--- src/sv/hsv_pkg.sv ---
`timescale 1ns / 1ps

package hsv_pkg;

   localparam int HUE_W = 9;
   localparam int PCT_W = 7;
   localparam int CHAN_W = 8;
   localparam int FRAC_W = 6;
   localparam int SV_W = 2 * PCT_W;
   localparam int NUM_W = 20;
   localparam int Y_W = 24;
   localparam int RECIP_W = 17;
   localparam int PROD_W = Y_W + RECIP_W;
   localparam int RECIP_SHIFT = 32;

   localparam logic [HUE_W-1:0] HUE_MAX = 9'd360;
   localparam logic [PCT_W-1:0] PCT_MAX = 7'd100;
   localparam logic [FRAC_W-1:0] SECTOR_SPAN = 6'd60;
   localparam logic [NUM_W-1:0] V_SCALE = 20'd6000;
   localparam logic [NUM_W-1:0] NUM_FULL = 20'd600000;

   // The channel is floor(n * 255 / 600000), which equals floor(n * 17 / 40000).
   localparam logic [Y_W-1:0] DIVISOR = 24'd40000;
   localparam logic [RECIP_W-1:0] RECIP = 17'd107374;

   typedef enum logic [2:0] {
      SECTOR_RED_YELLOW = 3'd0,
      SECTOR_YELLOW_GREEN = 3'd1,
      SECTOR_GREEN_CYAN = 3'd2,
      SECTOR_CYAN_BLUE = 3'd3,
      SECTOR_BLUE_MAGENTA = 3'd4,
      SECTOR_MAGENTA_RED = 3'd5
   } sector_type;

   typedef struct packed {
      logic [HUE_W-1:0] hue;
      logic [PCT_W-1:0] saturation;
      logic [PCT_W-1:0] brightness;
   } hsv_req_type;

   typedef struct packed {
      logic [CHAN_W-1:0] red;
      logic [CHAN_W-1:0] green;
      logic [CHAN_W-1:0] blue;
      logic range_error;
   } hsv_rsp_type;

endpackage

--- src/sv/hsv_if.sv ---
`timescale 1ns / 1ps

interface hsv_req_if import hsv_pkg::*; ();
   logic valid;
   logic ready;
   hsv_req_type payload;

   modport source (output valid, output payload, input ready);
   modport sink (input valid, input payload, output ready);
endinterface

interface hsv_rsp_if import hsv_pkg::*; ();
   logic valid;
   logic ready;
   hsv_rsp_type payload;

   modport source (output valid, output payload, input ready);
   modport sink (input valid, input payload, output ready);
endinterface

--- src/sv/hsv_to_rgb_converter.sv ---
`timescale 1ns / 1ps

// Channel   Direction  Transaction
// req_if    in         hue, saturation, brightness
// rsp_if    out        red, green, blue, range_error
//
// One transaction per cycle is accepted and delivered while the response is not stalled.
// The stages are: range check and S*V, chroma and second component, channel
// sum, reciprocal multiply by 1/40000, remainder correction into the output register.
// Reset is synchronous and clears only the stage valid bits.
// Each stage holds while its successor is full and stalled, so bubbles close up
// and a stalled response never blocks acceptance while an earlier stage is empty.

module hsv_to_rgb_converter import hsv_pkg::*; (
   input logic clock,
   input logic reset,
   hsv_req_if.sink req_if,
   hsv_rsp_if.source rsp_if
);

   logic [4:0] valid_ff;
   logic [4:0] stage_en;

   // Stage 1 registers.
   logic s1_err_ff;
   logic [SV_W-1:0] s1_sv_ff;
   logic [PCT_W-1:0] s1_v_ff;
   logic [FRAC_W-1:0] s1_t_ff;
   sector_type s1_sector_ff;

   // Stage 2 registers.
   logic s2_err_ff;
   logic [NUM_W-1:0] s2_cn_ff;
   logic [NUM_W-1:0] s2_xn_ff;
   logic [NUM_W-1:0] s2_mn_ff;
   sector_type s2_sector_ff;

   // Stage 3 and 4 registers, one entry per channel (red, green, blue).
   logic s3_err_ff;
   logic [Y_W-1:0] s3_y_ff [3];
   logic s4_err_ff;
   logic [Y_W-1:0] s4_y_ff [3];
   logic [CHAN_W-1:0] s4_q_ff [3];

   hsv_rsp_type rsp_data_ff;

   logic s1_err_in;
   logic [SV_W-1:0] s1_sv_in;
   logic [PCT_W-1:0] s1_v_in;
   logic [FRAC_W-1:0] s1_t_in;
   sector_type s1_sector_in;
   logic [HUE_W-1:0] hue_base;
   logic [HUE_W-1:0] hue_off;
   logic [FRAC_W-1:0] hue_rem;

   logic [NUM_W-1:0] s2_cn_in;
   logic [NUM_W-1:0] s2_xn_in;
   logic [NUM_W-1:0] s2_mn_in;

   logic [NUM_W-1:0] comp [3];
   logic [NUM_W-1:0] chan_num [3];
   logic [Y_W-1:0] s3_y_in [3];

   logic [PROD_W-1:0] recip_prod [3];
   logic [Y_W-1:0] chan_rem [3];
   logic [CHAN_W-1:0] chan_out [3];

   always_comb begin
      stage_en[4] = !valid_ff[4] || rsp_if.ready;
      for (int k = 3; k >= 0; k--) begin
         stage_en[k] = !valid_ff[k] || stage_en[k+1];
      end
   end

   assign req_if.ready = stage_en[0];
   assign rsp_if.valid = valid_ff[4];
   assign rsp_if.payload = rsp_data_ff;

   always_ff @(posedge clock) begin
      if (reset) begin
         valid_ff <= '0;
      end else begin
         for (int k = 4; k >= 1; k--) begin
            if (stage_en[k]) begin
               valid_ff[k] <= valid_ff[k-1];
            end
         end
         if (stage_en[0]) begin
            valid_ff[0] <= req_if.valid;
         end
      end
   end

   // Stage 1: range check, sector search and S*V. An out-of-range transaction
   // runs with S and V forced to zero, which yields black.
   always_comb begin
      s1_err_in = (req_if.payload.hue > HUE_MAX) || (req_if.payload.saturation > PCT_MAX)
                  || (req_if.payload.brightness > PCT_MAX);
      if (req_if.payload.hue >= 9'd300) begin
         s1_sector_in = SECTOR_MAGENTA_RED;
         hue_base = 9'd300;
      end else if (req_if.payload.hue >= 9'd240) begin
         s1_sector_in = SECTOR_BLUE_MAGENTA;
         hue_base = 9'd240;
      end else if (req_if.payload.hue >= 9'd180) begin
         s1_sector_in = SECTOR_CYAN_BLUE;
         hue_base = 9'd180;
      end else if (req_if.payload.hue >= 9'd120) begin
         s1_sector_in = SECTOR_GREEN_CYAN;
         hue_base = 9'd120;
      end else if (req_if.payload.hue >= 9'd60) begin
         s1_sector_in = SECTOR_YELLOW_GREEN;
         hue_base = 9'd60;
      end else begin
         s1_sector_in = SECTOR_RED_YELLOW;
         hue_base = 9'd0;
      end
      hue_off = req_if.payload.hue - hue_base;
      hue_rem = hue_off[FRAC_W-1:0];
      // Odd sectors fall as the hue rises; a hue of 360 lands at the end of the last one.
      s1_t_in = s1_sector_in[0] ? (SECTOR_SPAN - hue_rem) : hue_rem;
      if (s1_err_in) begin
         s1_sv_in = '0;
         s1_v_in = '0;
      end else begin
         s1_sv_in = SV_W'(req_if.payload.saturation) * SV_W'(req_if.payload.brightness);
         s1_v_in = req_if.payload.brightness;
      end
   end

   always_ff @(posedge clock) begin
      if (stage_en[0]) begin
         s1_err_ff <= s1_err_in;
         s1_sv_ff <= s1_sv_in;
         s1_v_ff <= s1_v_in;
         s1_t_ff <= s1_t_in;
         s1_sector_ff <= s1_sector_in;
      end
   end

   // Stage 2: numerators over the common denominator 600000.
   always_comb begin
      s2_cn_in = NUM_W'(s1_sv_ff) * NUM_W'(SECTOR_SPAN);
      s2_xn_in = NUM_W'(s1_sv_ff) * NUM_W'(s1_t_ff);
      s2_mn_in = NUM_W'(s1_v_ff) * V_SCALE - s2_cn_in;
   end

   always_ff @(posedge clock) begin
      if (stage_en[1]) begin
         s2_err_ff <= s1_err_ff;
         s2_cn_ff <= s2_cn_in;
         s2_xn_ff <= s2_xn_in;
         s2_mn_ff <= s2_mn_in;
         s2_sector_ff <= s1_sector_ff;
      end
   end

   // Stage 3: component order by sector, add the offset, scale by 17.
   always_comb begin
      case (s2_sector_ff)
         SECTOR_RED_YELLOW: begin
            comp[0] = s2_cn_ff; comp[1] = s2_xn_ff; comp[2] = '0;
         end
         SECTOR_YELLOW_GREEN: begin
            comp[0] = s2_xn_ff; comp[1] = s2_cn_ff; comp[2] = '0;
         end
         SECTOR_GREEN_CYAN: begin
            comp[0] = '0; comp[1] = s2_cn_ff; comp[2] = s2_xn_ff;
         end
         SECTOR_CYAN_BLUE: begin
            comp[0] = '0; comp[1] = s2_xn_ff; comp[2] = s2_cn_ff;
         end
         SECTOR_BLUE_MAGENTA: begin
            comp[0] = s2_xn_ff; comp[1] = '0; comp[2] = s2_cn_ff;
         end
         default: begin
            comp[0] = s2_cn_ff; comp[1] = '0; comp[2] = s2_xn_ff;
         end
      endcase
      for (int c = 0; c < 3; c++) begin
         chan_num[c] = comp[c] + s2_mn_ff;
         s3_y_in[c] = (Y_W'(chan_num[c]) << 4) + Y_W'(chan_num[c]);
      end
   end

   always_ff @(posedge clock) begin
      if (stage_en[2]) begin
         s3_err_ff <= s2_err_ff;
         for (int c = 0; c < 3; c++) begin
            s3_y_ff[c] <= s3_y_in[c];
         end
      end
   end

   // Stage 4: quotient estimate by the reciprocal of 40000, low by at most one.
   always_comb begin
      for (int c = 0; c < 3; c++) begin
         recip_prod[c] = PROD_W'(s3_y_ff[c]) * PROD_W'(RECIP);
      end
   end

   always_ff @(posedge clock) begin
      if (stage_en[3]) begin
         s4_err_ff <= s3_err_ff;
         for (int c = 0; c < 3; c++) begin
            s4_y_ff[c] <= s3_y_ff[c];
            s4_q_ff[c] <= recip_prod[c][RECIP_SHIFT+CHAN_W-1:RECIP_SHIFT];
         end
      end
   end

   // Stage 5: remainder check fixes the estimate.
   always_comb begin
      for (int c = 0; c < 3; c++) begin
         chan_rem[c] = s4_y_ff[c] - Y_W'(s4_q_ff[c]) * DIVISOR;
         chan_out[c] = (chan_rem[c] >= DIVISOR) ? (s4_q_ff[c] + 8'd1) : s4_q_ff[c];
      end
   end

   always_ff @(posedge clock) begin
      if (stage_en[4]) begin
         rsp_data_ff.red <= chan_out[0];
         rsp_data_ff.green <= chan_out[1];
         rsp_data_ff.blue <= chan_out[2];
         rsp_data_ff.range_error <= s4_err_ff;
      end
   end

   a_error_black: assert property (@(posedge clock) disable iff (reset)
      (rsp_if.valid && rsp_if.payload.range_error) |->
      (rsp_if.payload.red == '0 && rsp_if.payload.green == '0 && rsp_if.payload.blue == '0))
      else $error("Range error response carries a nonzero color.");

   a_estimate_close: assert property (@(posedge clock) disable iff (reset)
      valid_ff[3] |-> (chan_rem[0] < (DIVISOR << 1) && chan_rem[1] < (DIVISOR << 1)
                       && chan_rem[2] < (DIVISOR << 1)))
      else $error("Reciprocal estimate is off by more than one.");

   a_sum_bound: assert property (@(posedge clock) disable iff (reset)
      valid_ff[1] |-> (s2_cn_ff <= NUM_FULL && s2_xn_ff <= s2_cn_ff
                       && (s2_cn_ff + s2_mn_ff) <= NUM_FULL))
      else $error("Channel numerator exceeds full scale.");

   a_accept_enters: assert property (@(posedge clock) disable iff (reset)
      (req_if.valid && req_if.ready) |=> valid_ff[0])
      else $error("Accepted transaction did not enter the first stage.");

endmodule
--- src/flat_wrapper.sv ---
// flat-port wrapper written by rule: the top's interface ports become plain ports
module hsv_to_rgb_converter_flat import hsv_pkg::*;
  (clock, reset, req_if_valid, req_if_payload, req_if_ready, rsp_if_valid, rsp_if_payload, rsp_if_ready);
  hsv_req_if req_if_i ();
  hsv_rsp_if rsp_if_i ();
  input logic clock;
  input logic reset;
  input wire logic [$bits(req_if_i.valid)-1:0] req_if_valid;
  input wire logic [$bits(req_if_i.payload)-1:0] req_if_payload;
  output wire logic [$bits(req_if_i.ready)-1:0] req_if_ready;
  output wire logic [$bits(rsp_if_i.valid)-1:0] rsp_if_valid;
  output wire logic [$bits(rsp_if_i.payload)-1:0] rsp_if_payload;
  input wire logic [$bits(rsp_if_i.ready)-1:0] rsp_if_ready;
  assign req_if_i.valid = req_if_valid;
  assign req_if_i.payload = req_if_payload;
  assign req_if_ready = req_if_i.ready;
  assign rsp_if_valid = rsp_if_i.valid;
  assign rsp_if_payload = rsp_if_i.payload;
  assign rsp_if_i.ready = rsp_if_ready;
  hsv_to_rgb_converter u_core (.clock(clock), .reset(reset), .req_if(req_if_i), .rsp_if(rsp_if_i));
endmodule
--- config.mk ---
export PLATFORM = sky130hd
export DESIGN_NAME = hsv_to_rgb_converter_flat
export DESIGN_NICKNAME = d
export VERILOG_FILES = /design/src/sv/hsv_pkg.sv /design/src/sv/hsv_if.sv /design/src/sv/hsv_to_rgb_converter.sv /design/src/flat_wrapper.sv
export SDC_FILE = /design/constraint.sdc
export NUM_CORES = 2
export LEC_CHECK = 0
export BUFFER_PORTS_ARGS = -buffer_cell sky130_fd_sc_hd__buf_2
export CAP_MARGIN = 40
export CORE_MARGIN = 2
export CORE_UTILIZATION = 45
export DETAILED_ROUTE_END_ITERATION = 10
export HOLD_SLACK_MARGIN = 0.03
export PLACE_DENSITY = 0.58
export SLEW_MARGIN = 25
export SYNTH_ARGS = -nofsm -noshare
export SYNTH_HDL_FRONTEND = slang
export SYNTH_SLANG_ARGS = --single-unit
--- constraint.sdc ---
create_clock -name clock -period 5.51 [get_ports clock]
set_input_delay 0.2755 -clock clock [delete_from_list [all_inputs] [get_ports clock]]
set_output_delay 0.2755 -clock clock [all_outputs]
set_load 0.05 [all_outputs]
==> run_results.csv <==
group,metric,value,unit
run_status,outcome,"finished with violations",
run_status,violations,"negative setup slack",
detailed_routing,drc,0,
logic_synthesis,yosys.area_share.xor_xnor,0.0499,
die,io_pins,54,
placement,hpwl,97.2,mm
finish,fin_area,56500,um^2
detailed_routing,ant_nets,0,
clock_tree,tritoncts,"done",
placement,post_dp_cell_area,52700,um^2
timing,finalHoldViolations,0,
finish,fin_nets,6779,
clock_tree,cts_buffers,38,
critical_path,cp_slowest_stage_delay,0.54,ns
die,core_area,103000,um^2
timing,slew_viol_final,0,
grt,grt_overflow_total,0,
min_path,holdCritPathClass,"in -> reg",
critical_path,cp.arrival,6.43,ns
logic_synthesis,synthCells,4618,
timing,fmax,0.164,GHz
finish,final_cell_count_no_fill,6694,
logic_synthesis,yosys_warnings,0,
logic_synthesis,synthesis.nets,6110,
logic_synthesis,synth-seq-area-share,0.174,
grt,antenna_found_initial,0,
logic_synthesis,async_reset_ff_frac,0,
critical_path,start_kind,"flop",
timing,worst_pin_slew,0.847,ns
logic_synthesis,yosys.area_share.simple,0.0856,
logic_synthesis,synth_top_family_by_area,"adder cells",
detailed_routing,drt_first_pass_iters,5,
placement,place.gp.congestion,0.952,
detailed_routing,routed-via-count,33900,
die,start_util,0.452,
detailed_routing,wl,113,mm
logic_synthesis,ys_types,95,
timing,post-route-min-period,6.09,ns
timing,setup_viol,38,
finish,regArea,8120,um^2
critical_path,end_kind,"flop",
die,design.die.area,107000,um^2
logic_synthesis,synth-edff-count,267,
finish,fill_cells,9111,
timing,setup_ws,-0.582,ns
clock_tree,clk_path_buf_depth,3,
run,maxCapViolations,0,
logic_synthesis,ys_ff_latch,272,
finish,drive_gt1_frac,0.203,
grt,grt_start_max_net_pins,60,
finish,final_common_cell,"inv_1",
critical_path,critPathKind,"reg -> reg",
clock_tree,h-tree-depth,2,
die,die_h,326,um
critical_path,cp.required,5.85,ns
clock_tree,insertion_delay,0.60,ns
placement,pre_cts_slack,-0.632,ns
placement,place_inst,6531,
critical_path,slowest_stage,"fa_1",
detailed_routing,wl_per_cell,17.0,um
critical_path,crit_fanout,5,
finish,most-common-layout-cells,"973 x inv_1, 752 x ha_1, 597 x fa_1",
logic_synthesis,avgSynthCellArea,10.1,um^2
detailed_routing,viasPerCell,5.07,
finish,multiInputGateArea,36500,um^2
clock_tree,clk_pin_slew,0.06,ns
grt,first_global_vias,35500,
grt,grtUsageTotal,0.216,
logic_synthesis,muxShareOfSynthArea,0.00203,
die,rows,118,
timing,skew,0.0160,ns
placement,port_buffers,53,
timing,rsz0062_at_grt,"true",
timing,relSlewSlack,0.431,
logic_synthesis,synth_ff_type,"edfxtp_1",
logic_synthesis,synth.cell_area,46800,um^2
logic_synthesis,synth_compound_area_frac,0.108,
finish,diodes,0,
finish,area_growth,20.9,%
timing,fin_crit_sh,1.11,
clock_tree,clkSinkCount,272,
detailed_routing,first_iter_violations,1431,
die,die_x,326,um
grt,grt_pass1_wl,185,mm
clock_tree,clockRootBuffer,"clkbuf_16",
logic_synthesis,synth_fa_ha_area_frac,0.495,
## critical path: cells and delay by family, from the launching register on
family | cells | cell delay [ns]
buf+inv | 5 | 0.22
compound gates | 5 | 1.12
fa+ha+maj | 6 | 2.40
mux | 1 | 0.31
flops | 1 | 0.46
xor+xnor | 1 | 0.16
simple gates | 8 | 1.17
## final timing paths
| kind | from | to | slack [ns] | cells past startpoint |
|---|---|---|---|---|
| min reg2reg | u_core.s1_err_ff | u_core.s2_err_ff | 0.41 | 0 |
| max | u_core.s4_q_ff[0][6] | u_core.rsp_if.payload[18] | -0.58 | 26 |
| max reg2reg | u_core.s4_q_ff[0][6] | u_core.rsp_if.payload[18] | -0.58 | 26 |
| min | rsp_if_ready | u_core.valid_ff[4] | 0.06 | 4 |
## metrics by stage
step,utilization,hold WS [ns],TNS [ns]
after global placement,0.510,0.402,-12.43
after floorplan,-,0.345,-0.934
after global routing,0.547,0.0853,-18.40
after detailed placement,0.510,0.407,-15.73
after CTS,0.538,0.0304,-8.29
final,0.547,0.0637,-8.73
## logic make-up after synthesis
family | count (synthesis)
buf+inv | 1062
flops | 272
fa+ha+maj | 1465
mux | 9
xor+xnor | 260
compound gates | 733
simple gates | 817
## Yosys cell counts, types with 6 or more instances
master,count,area [um^2]
a21oi_1,188,941
o21ai_0,108,541
xnor2_1,170,1490
o21bai_1,17,128
ha_1,823,10300
nor3_1,70,350
o31ai_1,18,135
clkbuf_1,33,124
nand2_1,223,837
and3_1,43,269
a2111oi_0,7,61.3
and2_1,58,363
edfxtp_1,267,8020
a22oi_1,7,52.6
a211o_1,16,140
xor2_1,86,753
nand3b_1,6,45.0
nor3b_1,6,45.0
o21a_1,43,323
nor2b_1,25,156
o2111ai_1,22,193
nand4_1,16,100
nor2_1,188,706
a211oi_1,33,248
nand3_1,64,320
fa_1,642,12900
o22ai_1,7,43.8
o31a_1,6,52.6
a31oi_1,22,138
a31o_2,9,78.8
o41ai_1,7,61.3
a21boi_0,16,120
inv_1,1026,3850
nand2b_1,46,288
or2_2,19,119
o221ai_1,6,52.6
a22o_1,51,447
or3_1,22,138
nor4_1,7,43.8
a21o_1,65,488
o211ai_1,19,143
## per-layer routing
layer  track usage  up-vias  share of wire
met5             0        -              0
met4        0.0542        0          0.024
met3        0.0256      120          0.035
met2         0.369      448           0.48
met1         0.293    16600           0.46
li1              -    16800              -
## state kept, by name, indices dropped and copies added, names as in the netlist, 3 cells and up
name                   flops
u_core.s2_xn_ff           20
u_core.s4_y_ff            54
u_core.s4_q_ff            24
u_core.rsp_if.payload     25
u_core.s2_sector_ff        3
u_core.valid_ff            5
u_core.s3_y_ff            72
u_core.s1_sv_ff           14
u_core.s2_cn_ff           18
u_core.s1_v_ff             7
u_core.s1_sector_ff        3
u_core.s1_t_ff             6
u_core.s2_mn_ff           17
## timing repair
action / in CTS / in global routing
cloned: 1 / 0
hold buffers: 3 / 0
pin swaps: 156 / 123
hold endpoints to repair: 6 / 0
endpoints found under the setup margin: 46 / 58
resized for setup: 226 / 134
setup buffers: 63 / 33
## area by class of cell
type / instances / share of cell area
repair buffers: 664 / 0.0882
multi-input cells: 3285 / 0.646
well taps: 1380 / 0.0305
clock inverters: 23 / 0.00540
inverters: 1026 / 0.0684
clock buffers: 44 / 0.0176
flip-flops and latches: 272 / 0.144
Power is not shown: default switching activity piles up to over one toggle a cycle in this logic, so the estimate is an artifact.
